<file path="config.mk">
export PLATFORM = sky130hd
export DESIGN_NAME = file_url_percent_decoder
export DESIGN_NICKNAME = d
export VERILOG_FILES = /design/src/design/fupd_pkg.sv /design/src/design/file_url_percent_decoder.sv
export SDC_FILE = /design/constraint.sdc
export NUM_CORES = 1
export LEC_CHECK = 0
export BUFFER_PORTS_ARGS = -buffer_cell sky130_fd_sc_hd__buf_2
export CORE_AREA = 3 3 55 94
export CTS_BUF_LIST = sky130_fd_sc_hd__clkbuf_8
export CTS_CLUSTER_SIZE = 30
export DETAILED_ROUTE_END_ITERATION = 8
export DIE_AREA = 0 0 58 97
export PLACE_DENSITY = 0.79
export SLEW_MARGIN = 20
export SYNTH_ARGS = -nofsm -noshare
export SYNTH_HDL_FRONTEND = slang
export SYNTH_SLANG_ARGS = --single-unit
</file>
<file path="constraint.sdc">
create_clock -name clock -period 8.33 [get_ports clock]
set_clock_uncertainty 0.2 [all_clocks]
set_input_delay 0.833 -clock clock [delete_from_list [all_inputs] [get_ports clock]]
set_output_delay 0.833 -clock clock [all_outputs]
set_load 0.01 [all_outputs]
</file>
<file path="src/design/fupd_pkg.sv">
// Shared types, codes and helper functions for the file URL percent decoder.
// No dependencies; imported by file_url_percent_decoder.
`default_nettype none

package fupd_pkg;

   // Number of bytes in the "file:///" prefix, the last of which is emitted.
   localparam int unsigned PREFIX_LEN = 8;
   localparam int unsigned POS_W      = $clog2(PREFIX_LEN);

   localparam logic [7:0] CHAR_PERCENT = 8'h25;

   // Decoder phase.
   typedef enum logic [2:0] {
      PH_PREFIX = 3'd0,
      PH_PASS   = 3'd1,
      PH_HEX1   = 3'd2,
      PH_HEX2   = 3'd3,
      PH_ERROR  = 3'd4
   } phase_type;

   // Status carried on the final word of a URL.
   typedef enum logic [1:0] {
      ST_OK     = 2'd0,
      ST_PREFIX = 2'd1,
      ST_ESCAPE = 2'd2
   } status_type;

   // One result word.
   typedef struct packed {
      logic [7:0] path_byte;
      logic       path_valid;
      logic       end_of_path;
      status_type status;
   } result_type;

   // Expected prefix character at each position, lower case.
   function automatic logic [7:0] prefix_char(input logic [POS_W-1:0] pos);
      logic [7:0] c;
      case (pos)
         3'd0:    c = 8'h66; // f
         3'd1:    c = 8'h69; // i
         3'd2:    c = 8'h6c; // l
         3'd3:    c = 8'h65; // e
         3'd4:    c = 8'h3a; // :
         default: c = 8'h2f; // /
      endcase
      return c;
   endfunction

   // Map upper-case letters to lower case, leave other bytes alone.
   function automatic logic [7:0] fold_case(input logic [7:0] b);
      logic [7:0] r;
      r = b;
      if (b >= 8'h41 && b <= 8'h5a) begin
         r = b + 8'h20;
      end
      return r;
   endfunction

   // True when the byte is a hex digit of either case.
   function automatic logic is_hex(input logic [7:0] b);
      return (b >= 8'h30 && b <= 8'h39) || (b >= 8'h61 && b <= 8'h66) ||
             (b >= 8'h41 && b <= 8'h46);
   endfunction

   // Value of a hex digit; letters take the low nibble plus nine.
   function automatic logic [3:0] hex_value(input logic [7:0] b);
      logic [3:0] v;
      if (b <= 8'h39) begin
         v = b[3:0];
      end else begin
         v = b[3:0] + 4'h9;
      end
      return v;
   endfunction

endpackage

`default_nettype wire

</file>
<file path="src/design/file_url_percent_decoder.sv">
// Top level of the file URL percent decoder: prefix check, escape decoding
// and a two-word output buffer. Depends on fupd_pkg.
//
//   Channel | Ports           | Word
//   --------+-----------------+---------------------------------------------
//   request | req_t*          | tdata: url_byte; tlast: url_last
//   result  | rsp_t*          | tdata: path_byte; tuser: path_valid, status;
//           |                 | tlast: end_of_path
//
// One byte is decoded per cycle while req_tready is high; the state update
// and the result are formed combinationally from the accepted word and land
// in the output register, or in the skid register if that one is still full.
// A skid register behind the output register lets one more byte in while a
// result waits; req_tready falls only when both hold a word.
// Reset is synchronous and active high; it clears decoder state and buffers.
`default_nettype none

module file_url_percent_decoder
   import fupd_pkg::*;
(
   input  wire logic       clock,
   input  wire logic       reset,
   input  wire logic       req_tvalid,
   output logic            req_tready,
   input  wire logic [7:0] req_tdata,  // [7:0] url_byte
   input  wire logic       req_tlast,  // url_last
   output logic            rsp_tvalid,
   input  wire logic       rsp_tready,
   output logic [7:0]      rsp_tdata,  // [7:0] path_byte
   output logic [2:0]      rsp_tuser,  // [0] path_valid, [2:1] status
   output logic            rsp_tlast   // end_of_path
);

   // Decoder state.
   phase_type          phase_ff, phase_in;
   logic [POS_W-1:0]   pos_ff, pos_in;
   logic [3:0]         nibble_ff, nibble_in;
   status_type         err_ff, err_in;

   // Output register and skid register.
   result_type         out_ff, out_in;
   logic               out_valid_ff, out_valid_in;
   result_type         skid_ff, skid_in;
   logic               skid_valid_ff, skid_valid_in;

   logic               accept;
   logic               pop;
   logic               prefix_ok;
   logic               hex_ok;
   logic [3:0]         hex_val;
   phase_type          phase_step;
   status_type         err_step;
   status_type         final_err;
   logic               emit;
   logic [7:0]         emit_byte;
   logic               push;
   result_type         result;

   assign accept    = req_tvalid && req_tready;
   assign pop       = out_valid_ff && rsp_tready;
   assign req_tready = !skid_valid_ff;

   // Byte classification shared by state and result logic.
   assign prefix_ok = fold_case(req_tdata) == prefix_char(pos_ff);
   assign hex_ok    = is_hex(req_tdata);
   assign hex_val   = hex_value(req_tdata);

   // Next decoder state.
   always_comb begin
      phase_step = phase_ff;
      err_step   = err_ff;
      pos_in     = pos_ff;
      nibble_in  = nibble_ff;
      case (phase_ff)
         PH_PREFIX: begin
            if (!prefix_ok) begin
               err_step   = ST_PREFIX;
               phase_step = PH_ERROR;
            end else if (pos_ff == POS_W'(PREFIX_LEN - 1)) begin
               phase_step = PH_PASS;
            end else begin
               pos_in = pos_ff + POS_W'(1);
            end
         end
         PH_PASS: begin
            if (req_tdata == CHAR_PERCENT) begin
               phase_step = PH_HEX1;
            end
         end
         PH_HEX1: begin
            if (hex_ok) begin
               nibble_in  = hex_val;
               phase_step = PH_HEX2;
            end else begin
               err_step   = ST_ESCAPE;
               phase_step = PH_ERROR;
            end
         end
         PH_HEX2: begin
            if (hex_ok) begin
               phase_step = PH_PASS;
            end else begin
               err_step   = ST_ESCAPE;
               phase_step = PH_ERROR;
            end
         end
         default: begin
         end
      endcase

      // A URL that ends inside the prefix or an escape is an error.
      final_err = err_step;
      if (err_step == ST_OK) begin
         if (phase_step == PH_PREFIX) begin
            final_err = ST_PREFIX;
         end else if (phase_step == PH_HEX1 || phase_step == PH_HEX2) begin
            final_err = ST_ESCAPE;
         end
      end

      phase_in = phase_step;
      err_in   = err_step;
      if (req_tlast) begin
         phase_in  = PH_PREFIX;
         err_in    = ST_OK;
         pos_in    = '0;
         nibble_in = '0;
      end
   end

   // Result word for the accepted byte.
   always_comb begin
      emit      = 1'b0;
      emit_byte = 8'h00;
      case (phase_ff)
         PH_PREFIX: begin
            if (prefix_ok && pos_ff == POS_W'(PREFIX_LEN - 1)) begin
               emit      = 1'b1;
               emit_byte = req_tdata;
            end
         end
         PH_PASS: begin
            if (req_tdata != CHAR_PERCENT) begin
               emit      = 1'b1;
               emit_byte = req_tdata;
            end
         end
         PH_HEX2: begin
            if (hex_ok) begin
               emit      = 1'b1;
               emit_byte = {nibble_ff, hex_val};
            end
         end
         default: begin
         end
      endcase
      result.path_byte   = emit_byte;
      result.path_valid  = emit;
      result.end_of_path = req_tlast;
      result.status      = req_tlast ? final_err : ST_OK;
      push               = accept && (emit || req_tlast);
   end

   // Output register with a skid register behind it.
   always_comb begin
      out_in        = out_ff;
      out_valid_in  = out_valid_ff;
      skid_in       = skid_ff;
      skid_valid_in = skid_valid_ff;
      if (skid_valid_ff) begin
         if (pop) begin
            out_in        = skid_ff;
            skid_valid_in = 1'b0;
         end
      end else if (push) begin
         if (!out_valid_ff || pop) begin
            out_in       = result;
            out_valid_in = 1'b1;
         end else begin
            skid_in       = result;
            skid_valid_in = 1'b1;
         end
      end else if (pop) begin
         out_valid_in = 1'b0;
      end
   end

   // Control registers.
   always_ff @(posedge clock) begin
      if (reset) begin
         phase_ff      <= PH_PREFIX;
         pos_ff        <= '0;
         nibble_ff     <= '0;
         err_ff        <= ST_OK;
         out_valid_ff  <= 1'b0;
         skid_valid_ff <= 1'b0;
      end else begin
         if (accept) begin
            phase_ff  <= phase_in;
            pos_ff    <= pos_in;
            nibble_ff <= nibble_in;
            err_ff    <= err_in;
         end
         out_valid_ff  <= out_valid_in;
         skid_valid_ff <= skid_valid_in;
      end
   end

   // Payload registers.
   always_ff @(posedge clock) begin
      out_ff  <= out_in;
      skid_ff <= skid_in;
   end

   assign rsp_tvalid = out_valid_ff;
   assign rsp_tdata  = out_ff.path_byte;
   assign rsp_tuser  = {out_ff.status, out_ff.path_valid};
   assign rsp_tlast  = out_ff.end_of_path;

endmodule

`default_nettype wire

</file>
==> flow_metrics.env <==
export IMPL_status="finished, final reports clean"
export IMPL_power_internal_uw=279
export IMPL_yosys_register_bits=38
export IMPL_rows=32
export IMPL_p_per_area_nw_per_um2=133
export IMPL_dp_hpwl_um=4690
export IMPL_dieArea_um2=5630
export IMPL_yosysWarnings=0
export IMPL_max_cap_viol_count=0
export IMPL_clkPwrFrac_pct=31.4
export IMPL_die_w_um=58
export IMPL_grt_pass1_vias=2183
export IMPL_min_delay_path_class="flip-flop to flip-flop"
export IMPL_numCtsBuffers=5
export IMPL_fin_nets=324
export IMPL_finalSetupViolCount=0
export IMPL_setup_tns_ns=0
export IMPL_seq_area_frac_synth_pct=38.1
export IMPL_tightest_slew_ns=1.01
export IMPL_final_cell_mix="buf_2 (26), edfxtp_1 (24), nand2_1 (23)"
export IMPL_switching_share_pct=26.3
export IMPL_wl_met1_um=2230
export IMPL_synth_ff_type="edfxtp_1"
export IMPL_p_leak_uw=0.00105
export IMPL_htreeDepth=2
export IMPL_grt_total_usage_pct=23.1
export IMPL_multi_input_area_um2=1510
export IMPL_seq_area_um2=1000
export IMPL_cts_tree="built"
export IMPL_met3_length_um=332
export IMPL_hold_buffers=0
export IMPL_rsz0062_at_grt="false"
export IMPL_seq_power_share_pct=54.5
export IMPL_final_common_cell="buf_2"
export IMPL_syn_area_um2=2630
export IMPL_gp_congestion=1.04
export IMPL_synthArstFlopShare_pct=0
export IMPL_grt_overflow_total=0
export IMPL_peakVddDrop_mv=0.123
export IMPL_drive_above_1_share_pct=19.1
export IMPL_drc=0
export IMPL_fin_util_pct=63.5
export IMPL_port_buffers=26
export IMPL_post_cts_buffers=0
export IMPL_slew_headroom_pct=32.4
export IMPL_syn_to_final_growth_pct=8.33
export IMPL_period_share_pct=51.4
export IMPL_design_core_area_um2=4480
export IMPL_chipHeight_um=97
export IMPL_dr_wl_met2_um=3220
export IMPL_grt_first_pass_wirelength_um=10100
export IMPL_grt_start_max_net_pins=20
export IMPL_fmax_mhz=233
export IMPL_min_period_ns=4.28
export IMPL_num_antenna_cells=0
export IMPL_ctsResizeCount=0
export IMPL_wirelength_um=6090
export IMPL_vias_per_cell=6.36
export IMPL_worstPathArrival_ns=4.00
export IMPL_path_clk_slew_ns=0.07
export IMPL_synth_cell_types=67
export IMPL_startpoint_type="primary input"
export IMPL_syn_inst=277
export IMPL_cp_end_kind="flip-flop"
export IMPL_synth_fp_nets=304
export IMPL_cts_root_buffer="clkbuf_8"
export IMPL_drv_slew=0
export IMPL_avgSynthCellArea_um2=9.49
export IMPL_ios=27
export IMPL_combPwrFrac_pct=14.1
export IMPL_synth_edff_count=24
export IMPL_nFillCells=378
export IMPL_antenna_found_initial=0
export IMPL_detail_route_antenna_nets=0
export IMPL_detail_route_wl_per_cell_um=17.4
export IMPL_power_switching_uw=99.6
export IMPL_hold_violations=0
export IMPL_first_iter_violations=79
export IMPL_top_layer="met4"
export IMPL_critPathKind="primary input to flip-flop"
export IMPL_required_ns=8.04
export IMPL_vias=2221
export IMPL_clock_path_buffers=2
export IMPL_clk_latency_ns=0.28
export IMPL_clock_sinks=38
export IMPL_final_cells=349
export IMPL_firstDrtPassIters=4
export IMPL_initial_core_util_pct=58.6
export IMPL_place_inst=340
export IMPL_crit_fanout=14
[layout make-up]
type / instances / share of cell area (%)
clock buffers: 5 / 2.42
clock inverters: 3 / 0.483
inverters: 15 / 1.98
multi-input cells: 210 / 52.9
flip-flops and latches: 38 / 35.1
well taps: 51 / 2.24
repair buffers: 27 / 4.83
[per-stage QoR]
stage / setup WS, ns / total power, uW / area, um^2 / hold slack, ns
final: 4.05 / 379 / 2850 / 0.273
after global routing: 3.76 / 393 / 2850 / 0.292
after CTS: 4.05 / 379 / 2840 / 0.272
after detailed placement: 3.74 / 263 / 2760 / 0.258
after global placement: 3.90 / 262 / 2760 / 0.251
after floorplan: 4.44 / 247 / 2630 / 0.232
[sequential cells by signal, indices dropped and copies added, names as in the netlist]
name           count
err_ff             2
nibble_ff          4
phase_ff           3
pos_ff             3
rsp_tdata          8
rsp_tlast          1
rsp_tuser          3
rsp_tvalid         1
skid_ff           12
skid_valid_ff      1
[power groups by stage]
stage	combinational, uW	sequential (uW)	clock (uW)
after floorplan	36.0	211	0
after global routing	58.5	207	128
after global placement	51.8	211	0
after CTS	52.8	206	120
after detailed placement	52.4	211	0
final	53.5	206	119
[synth_stat cells (4+ instances only)]
library cell  number  share of area [%]
ha_1              14                6.7
clkbuf_1           7                1.0
a31oi_1            6                1.4
inv_1             13                1.9
nand3_1            6                1.1
nor2b_1            5                1.2
dfxtp_1           14                 11
edfxtp_1          24                 27
nand2_1           23                3.3
o21ai_1            5               0.95
buf_2              4               0.76
a21oi_1           21                4.0
nand2b_1           4               0.95
nand4_1            4               0.95
o21ai_0            8                1.5
nor3_1             4               0.76
o31ai_1            4                1.1
o2bb2ai_1          5                1.7
nor2_1            21                3.0
xnor2_1            9                3.0
and2_1             5                1.2
[cells by family after synthesis]
family          Yosys count  synth area share, %
buf+inv                  29                 4.62
flops                    38                 38.1
mux                       6                 2.57
compound gates           84                 23.5
simple gates             97                 21.6
fa+ha+maj                14                 6.66
xor+xnor                  9                 3.00
[final timing paths]
kind	startpoint	endpoint	slack [ns]	depth (start not counted)
worst max-delay path	req_tdata[0]	rsp_tdata[0]$_DFFE_PP_	4.05	10
worst min-delay path	nibble_ff[3]$_SDFFE_PP0P_	nibble_ff[3]$_SDFFE_PP0P_	0.27	1
worst max register to register	pos_ff[0]$_SDFFE_PP0P_	rsp_tdata[0]$_DFFE_PP_	4.53	9
worst min register to register	nibble_ff[3]$_SDFFE_PP0P_	nibble_ff[3]$_SDFFE_PP0P_	0.27	1
[per-layer routing]
metal,GRT usage (%),up-vias
li1,-,1079
met5,0,-
met3,3.20,25
met2,40.4,95
met4,14.3,0
met1,25.0,1022
[worst max-delay path, stage by stage]
cell and delay (ns):
buf_2 0.15, inv_1 0.21, ha_1 0.21, nor3b_1 0.43, nor4b_4 0.33, nor4_2 0.09
mux2i_2 0.28, a41o_2 0.35, nand3_4 0.22, a221oi_2 0.89
Note: power is estimated with default switching activity, not from simulation.
